--- config.mk ---
export PLATFORM = sky130hd
export DESIGN_NAME = isa_ctrl
export DESIGN_NICKNAME = d
export VERILOG_FILES = /design/src/rtl/core/isa_pkg.sv /design/src/rtl/core/isa_ctrl.sv
export SDC_FILE = /design/constraint.sdc
export NUM_CORES = 1
export LEC_CHECK = 0
export BUFFER_PORTS_ARGS = -buffer_cell sky130_fd_sc_hd__clkbuf_2
export CAP_MARGIN = 30
export CELL_PAD_IN_SITES_DETAIL_PLACEMENT = 0
export CELL_PAD_IN_SITES_GLOBAL_PLACEMENT = 2
export CORE_MARGIN = 2
export CORE_UTILIZATION = 21
export CTS_CLUSTER_SIZE = 10
export DETAILED_ROUTE_END_ITERATION = 7
export PLACE_DENSITY = 0.7
export SYNTH_ARGS = -nofsm -noshare
export SYNTH_HDL_FRONTEND = slang
export SYNTH_SLANG_ARGS = --single-unit
export TNS_END_PERCENT = 30
--- constraint.sdc ---
create_clock -name clk -period 1 [get_ports clk]
set_input_delay 0.1 -clock clk [delete_from_list [all_inputs] [get_ports clk]]
set_output_delay 0.1 -clock clk [all_outputs]
set_load 0.01 [all_outputs]
--- src/rtl/core/isa_pkg.sv ---
// isa_pkg: shared widths, register codes, reset values and the
// controller/datapath command and status types for the inverter sense block.
// no dependencies.
package isa_pkg;

  // ring of stored results and raw sample width
  localparam int RING_DEPTH  = 50;
  localparam int SAMPLE_BITS = 12;

  // configuration register geometry
  localparam int GAIN_BITS      = 24;
  localparam int OFFSET_BITS    = 18;
  localparam int CFG_DATA_BITS  = 24;
  localparam int CFG_INDEX_BITS = 3;
  localparam int FRAC_BITS      = 16;

  localparam logic [CFG_INDEX_BITS-1:0] REG_BUS_GAIN       = 3'd0;
  localparam logic [CFG_INDEX_BITS-1:0] REG_BUS_OFFSET     = 3'd1;
  localparam logic [CFG_INDEX_BITS-1:0] REG_PHASE_A_GAIN   = 3'd2;
  localparam logic [CFG_INDEX_BITS-1:0] REG_PHASE_A_OFFSET = 3'd3;
  localparam logic [CFG_INDEX_BITS-1:0] REG_PHASE_B_GAIN   = 3'd4;
  localparam logic [CFG_INDEX_BITS-1:0] REG_PHASE_B_OFFSET = 3'd5;

  localparam logic [GAIN_BITS-1:0]   BUS_GAIN_RST       = 24'd1671168;
  localparam logic [OFFSET_BITS-1:0] BUS_OFFSET_RST     = -18'sd40800;
  localparam logic [GAIN_BITS-1:0]   PHASE_A_GAIN_RST   = 24'd58196;
  localparam logic [OFFSET_BITS-1:0] PHASE_A_OFFSET_RST = -18'sd1680;
  localparam logic [GAIN_BITS-1:0]   PHASE_B_GAIN_RST   = 24'd33948;
  localparam logic [OFFSET_BITS-1:0] PHASE_B_OFFSET_RST = -18'sd830;

  // scaling: floor(gain * sample / 2^16) + offset
  localparam int RAW_PROD_BITS = GAIN_BITS + SAMPLE_BITS;
  localparam int PROD_BITS     = RAW_PROD_BITS - FRAC_BITS;
  localparam int SCALED_BITS   =
    ((PROD_BITS > OFFSET_BITS - 1) ? PROD_BITS : OFFSET_BITS - 1) + 2;

  // beta = floor((alpha + 2*b) * 1/sqrt3)
  localparam int SUM_BITS   = SCALED_BITS + 2;
  localparam int COEF_BITS  = 16;
  localparam logic [COEF_BITS-1:0] INV_SQRT3_Q16 = 16'd37837;
  localparam int BPROD_BITS = SUM_BITS + COEF_BITS + 1;

  // magnitude: isqrt(alpha^2 + beta^2)
  localparam int ABS_BITS  = SUM_BITS;
  localparam int SQ_BITS   = 2 * ABS_BITS;
  localparam int RAD_BITS  = SQ_BITS + 1;
  localparam int ROOT_BITS = (RAD_BITS + 1) / 2;
  localparam int RAD_PAD   = 2 * ROOT_BITS;
  localparam int REM_BITS  = ROOT_BITS + 1;
  localparam int ITER_BITS = $clog2(ROOT_BITS + 1);

  // stored results and their running totals
  localparam int OUT_BITS   = 16;
  localparam int SLOT_BITS  = (RING_DEPTH > 1) ? $clog2(RING_DEPTH) : 1;
  localparam int TOTAL_BITS = $clog2(RING_DEPTH * 65535 + 1);

  // mean by reciprocal multiply, exact for every total below 2^TOTAL_BITS
  localparam int DIV_SHIFT = TOTAL_BITS + $clog2(RING_DEPTH);
  localparam longint unsigned DIV_MULT =
    ((64'd1 << DIV_SHIFT) + RING_DEPTH - 1) / RING_DEPTH;
  localparam int MULT_BITS = $clog2(DIV_MULT + 1);
  localparam int QPROD_BITS = TOTAL_BITS + MULT_BITS;

  typedef struct packed {
    logic load;
    logic scale;
    logic offs;
    logic beta;
    logic square;
    logic rad;
    logic root;
    logic update;
    logic divide;
    logic out_load;
  } isa_cmd_t;

  typedef struct packed {
    logic sqrt_done;
  } isa_sts_t;

endpackage

--- src/rtl/core/isa_ctrl.sv ---
// isa_ctrl: sequencer for one frame at a time and the result valid flag.
// depends on isa_pkg for the command and status structs.
module isa_ctrl import isa_pkg::*; (
  input  logic     clk,
  input  logic     rst_n,
  input  logic     in_valid,
  output logic     in_ready,
  input  logic     out_ready,
  output logic     out_valid,
  input  isa_sts_t sts,
  output isa_cmd_t cmd
);

  typedef enum logic [3:0] {
    ST_IDLE,
    ST_SCALE,
    ST_OFFS,
    ST_BETA,
    ST_SQUARE,
    ST_RAD,
    ST_ROOT,
    ST_UPDATE,
    ST_DIVIDE,
    ST_HOLD
  } state_t;

  state_t state_r, state_nxt;
  logic   out_valid_r, out_valid_nxt;

  always_comb begin
    cmd           = '0;
    state_nxt     = state_r;
    out_valid_nxt = out_valid_r;
    if (out_valid_r && out_ready) begin
      out_valid_nxt = 1'b0;
    end
    case (state_r)
      ST_IDLE: begin
        if (in_valid) begin
          cmd.load  = 1'b1;
          state_nxt = ST_SCALE;
        end
      end
      ST_SCALE: begin
        cmd.scale = 1'b1;
        state_nxt = ST_OFFS;
      end
      ST_OFFS: begin
        cmd.offs  = 1'b1;
        state_nxt = ST_BETA;
      end
      ST_BETA: begin
        cmd.beta  = 1'b1;
        state_nxt = ST_SQUARE;
      end
      ST_SQUARE: begin
        cmd.square = 1'b1;
        state_nxt  = ST_RAD;
      end
      ST_RAD: begin
        cmd.rad   = 1'b1;
        state_nxt = ST_ROOT;
      end
      ST_ROOT: begin
        cmd.root = 1'b1;
        if (sts.sqrt_done) begin
          state_nxt = ST_UPDATE;
        end
      end
      ST_UPDATE: begin
        cmd.update = 1'b1;
        state_nxt  = ST_DIVIDE;
      end
      ST_DIVIDE: begin
        cmd.divide = 1'b1;
        state_nxt  = ST_HOLD;
      end
      ST_HOLD: begin
        // output register free or being emptied this cycle
        if (!out_valid_r || out_ready) begin
          cmd.out_load  = 1'b1;
          out_valid_nxt = 1'b1;
          state_nxt     = ST_IDLE;
        end
      end
      default: begin
        state_nxt = ST_IDLE;
      end
    endcase
  end

  always_ff @(posedge clk) begin
    if (!rst_n) begin
      state_r     <= ST_IDLE;
      out_valid_r <= 1'b0;
    end else begin
      state_r     <= state_nxt;
      out_valid_r <= out_valid_nxt;
    end
  end

  assign in_ready  = (state_r == ST_IDLE);
  assign out_valid = out_valid_r;

endmodule

Yosys cells after proc, flatten, opt, wreduce, memory -nomap -nowiden
Index checks and enable logic that the tools add are counted.

storage, ports and cells
  output and inout port bits = 12
  flip-flop bits (word level) = 5
  word-level logic and storage cells = 38
  input bits = 5

cells by class
  eq/ne operators = 12
  reductions and logical operators = 5
  muxes and demuxes = 19

operators with widths
  kind                  number
  $pmux W4 S10          1
  $eq A4 B3 Y1 const B  4
  $mux W1               15
  $mux W4               3
  $eq A4 B2 Y1 const B  2
  $eq A4 B4 Y1 const B  2
  $ne A2 B2 Y1 const B  3
  $eq A4 B1 Y1 const B  1
  $logic_not A4 Y1      1
  $reduce_and A3 Y1     1
  $logic_and A1 B1 Y1   1
  $logic_not A1 Y1      1
  $logic_or A1 B1 Y1    1

Depth between registers and ports, before layout
  depth in word-level cells = 4
  depth in mapped cells = 4

Worst setup path after synthesis
Ideal clock, no wire load.

  path type = register -> output
  from = reg state_r[0]
  to = out cmd[9] (netlist bit)
  stages on the path, launching flop included = 4
  slack = -0.138 ns
  required time = 0.900 ns
  arrival time = 1.038 ns
  cell sequence = dfxtp_1 buf_2 nor4_2 and2_1

RTL lines
  what                    RTL line        text
  start, declared         isa_ctrl.sv:27  state_t state_r, state_nxt;
  start signal, assigned  isa_ctrl.sv:97  state_r <= state_nxt;
  end, declared           isa_ctrl.sv:11  output isa_cmd_t cmd

==> summary.md <==
| Metric | Value |
|---|---|
| Synth area leader | dfxtp_1 |
| Number of flops mapped to enable cells by yosys | 0 |
| Worst vdd ir | 0.546 mV |
| CP Launch Type | flop |
| # clock sinks | 5 |
| Clock power share | 29.0% |
| Syn_nets | 48 |
| Yosys reg bits | 5 |
| Grt ovf | 0 |
| Power share of the combinational group | 42.4% |
| Critical Path RT | 0.90 ns |
| Pwr per Cell Area | 1110 nW/um^2 |
| Leakage power | 0.339 nW |
| FP Rows | 15 |
| Synth Flop Type | dfxtp_1 |
| Asr flop ratio synth | 0% |
| TritonCTS Buffers | 3 |
| Detailed-route via count | 420 |
| Hold-fix buffers, CTS | 0 |
| Flop-to-flop setup slack | -0.19 ns |
| Die area | 2180 sq um |
| Final setup viols | 13 |
| Switching fraction of total power | between 30% and 40% |
| Total wire length | ~1.1 mm |
| Hold slack | 0.127 ns |
| Number of global-route vias before repair | 365 |
| Worst-path clk slew | 0.05 ns |
| Mapped Cells | 43 |
| Antenna violations before repair | 0 |
| Via/cell ratio | 4.20 |
| GPL Wtd Cong | 0.701 |
| DRT Pass-1 Iters | 3 |
| Routed len/inst | 10.5 um |
| # H-tree levels | 1 |
| Worst setup endpoint | cmd[9] |
| Port Buffers | 16 |
| Io pins | 17 |
| Sw Pwr | 0.000242 W |
| CTS max path bufs | 2 |
| Max Cap Violations | 0 |
| Final core utilization | 41.8% |
| Fmax | 0.748 GHz |
| Root Driver | clkbuf_4 |
| Rel. slew slack | just over 80% |
| Mean Syn Cell Area | approximately 8.9 sq um |
| Crit Path Category | reg2out |
| ANT cells | 0 |
| Critical R2R Capture | state_r[0] |
| CP Launch Point | state_r[1] |
| RR Startpoint | state_r[1] |
| Die X | between 40 and 50 um |
| RSZ-0062 raised after global routing | true |
| CP max FO | 3 |
| Endpoints failing hold | 0 |
| Detail Placement HPWL | 772 um |
| Worst Setup End Kind | output pin |
| Outcome | finished with violations |
| Synth cell types | 22 |
| DRC | 0 |
| Seq pwr share | 28.7% |
| Hold depth | 2 |
| Slew @ Worst Pin | 0.278 ns |
| Tot Pwr | 0.000803 W |
| Ys Warns | 0 |
| Antenna violation net count after detailed routing | 0 |
| Total GRT Usage | 10.9% |
| Top post-synthesis cells by area | dfxtp_1 26%, buf_6 8.8%, nor3_1 7.8%, nand2b_1 6.5%, nor4_4 5.6% |
| HP Class | in2reg |
| First-pass GRT wire length | 1.59 mm |
| Int Pwr | approximately 0.00056 W |
| Register area share after synthesis | roughly a quarter |
| Setup TNS | -3.00 ns |
| Failing checks | negative setup slack |
| Iter 0 DRT Violations | 5 |
| Slew Viols, Final | 0 |
| Crit path arrival time | 1.24 ns |
| Clock Skew | 0.00671 ns |
| Most used standard cell by instance count after synthesis | nor3_1 |
| Minimum clock period | 1.34 ns |
| CTS tree | done |
| Final Net Count | between 80 and 90 |
| Layout cells sized above 1 | 77.3% |
| Largest net degree at the start of global routing | 7 |
| Final setup margin | -0.337 ns |
| Core area | approximately 1700 sq um |
| Synth cell count leaders | 6 x nor3_1, 5 x dfxtp_1, 5 x nor2_1 |
| R2r worst-path depth | 4 |
| Top cell type's share of synthesized area | 26.1% |
| Initial Util | 22.2% |
| Die H | between 40 and 50 um |
| Worst-skew pair later-pin latency | ~0.24 ns |
| P&R area growth vs syn | 88.6% |
| Fin crit share | 134% |
| Netlist Area Pre-Place | approximately 380 sq um |
| Fill count | 187 |
worst min path at each step:
stage / startpoint / to / slack [ns]
2_1_floorplan: rst_n / out_valid / 0.22
3_3_place_gp: rst_n / out_valid / 0.39
3_5_place_dp: rst_n / out_valid / 0.38
4_1_cts: rst_n / out_valid / 0.12
5_1_grt: rst_n / out_valid / 0.13
6_report: rst_n / out_valid / 0.13
through the flow:
step | std cells | instance area [sq um] | worst slack (ns)
after floorplan | 43 | 399 | -0.0633
after global placement | 91 | 567 | -0.174
after detailed placement | 91 | 567 | -0.192
after CTS | 99 | 666 | -0.400
after global routing | 100 | 722 | -0.395
final | 100 | 722 | -0.337
logic make-up after synthesis:
group	count (synthesis)	synth area share, %
flip-flops	5	26.1
AO/OA/AOI/OAI	6	13.7
XOR/XNOR	2	4.58
AND/OR/NAND/NOR	25	44.4
buffers and inverters	5	11.1
area by class of cell:
type	count	area (sq um)	area share (%)
Tap cell	25	31.3	4.33
Inverter	1	3.75	0.520
Clock buffer	4	26.3	3.64
Timing Repair Buffer	32	236	32.8
Sequential cell	5	110	15.3
Multi-Input combinational cell	33	314	43.5
state kept, by name, indices dropped and copies added (netlist names):
name and cells:
out_valid 1, state_r 4
timing repair:
action / in CTS / in global routing
setup endpoints to repair: 14 / 15
pin swaps: 8 / 4
buffers inserted: 4 / 1
resized for setup: 12 / 22
cell usage in the layout (no fill, tap or decap), types with 2 or more instances in the layout:
| cell | count |
|---|---|
| buf_4 | 12 |
| nor2_2 | 2 |
| buf_6 | 5 |
| nor2b_1 | 2 |
| nand2b_4 | 3 |
| nand2b_1 | 2 |
| buf_2 | 9 |
| nor3_2 | 6 |
| clkbuf_4 | 3 |
| dfxtp_4 | 2 |
| dfxtp_2 | 2 |
| nor4_4 | 2 |
| o21a_1 | 2 |
| nor2_1 | 3 |
| clkbuf_2 | 5 |
worst max-delay path, cell delays in order (launching register included):
cell and delay, ns:
dfxtp_4 0.35, buf_12 0.12, nor4_4 0.25, and2_4 0.18
buf_6 0.09
power groups by stage:
stage | Clock (W) | Sequential, W | Combinational (W)
final | 0.000233 | 0.000230 | 0.000341
after global placement | 0 | 0.000234 | 0.000271
after global routing | 0.000263 | 0.000232 | 0.000368
after floorplan | 0 | 0.000221 | 0.000173
after detailed placement | 0 | 0.000235 | 0.000272
after CTS | 0.000243 | 0.000227 | 0.000306
layer usage:
layer  global-route usage (%)  up-vias  part of all wire [%]
met3                     2.35        2                   5.6
met2                     16.9       18                    48
li1                         -      210                     -
met1                     12.4      190                    44
met4                     10.0        0                   2.4
met5                        0        -                     0
(Power assumes the default switching activity.)
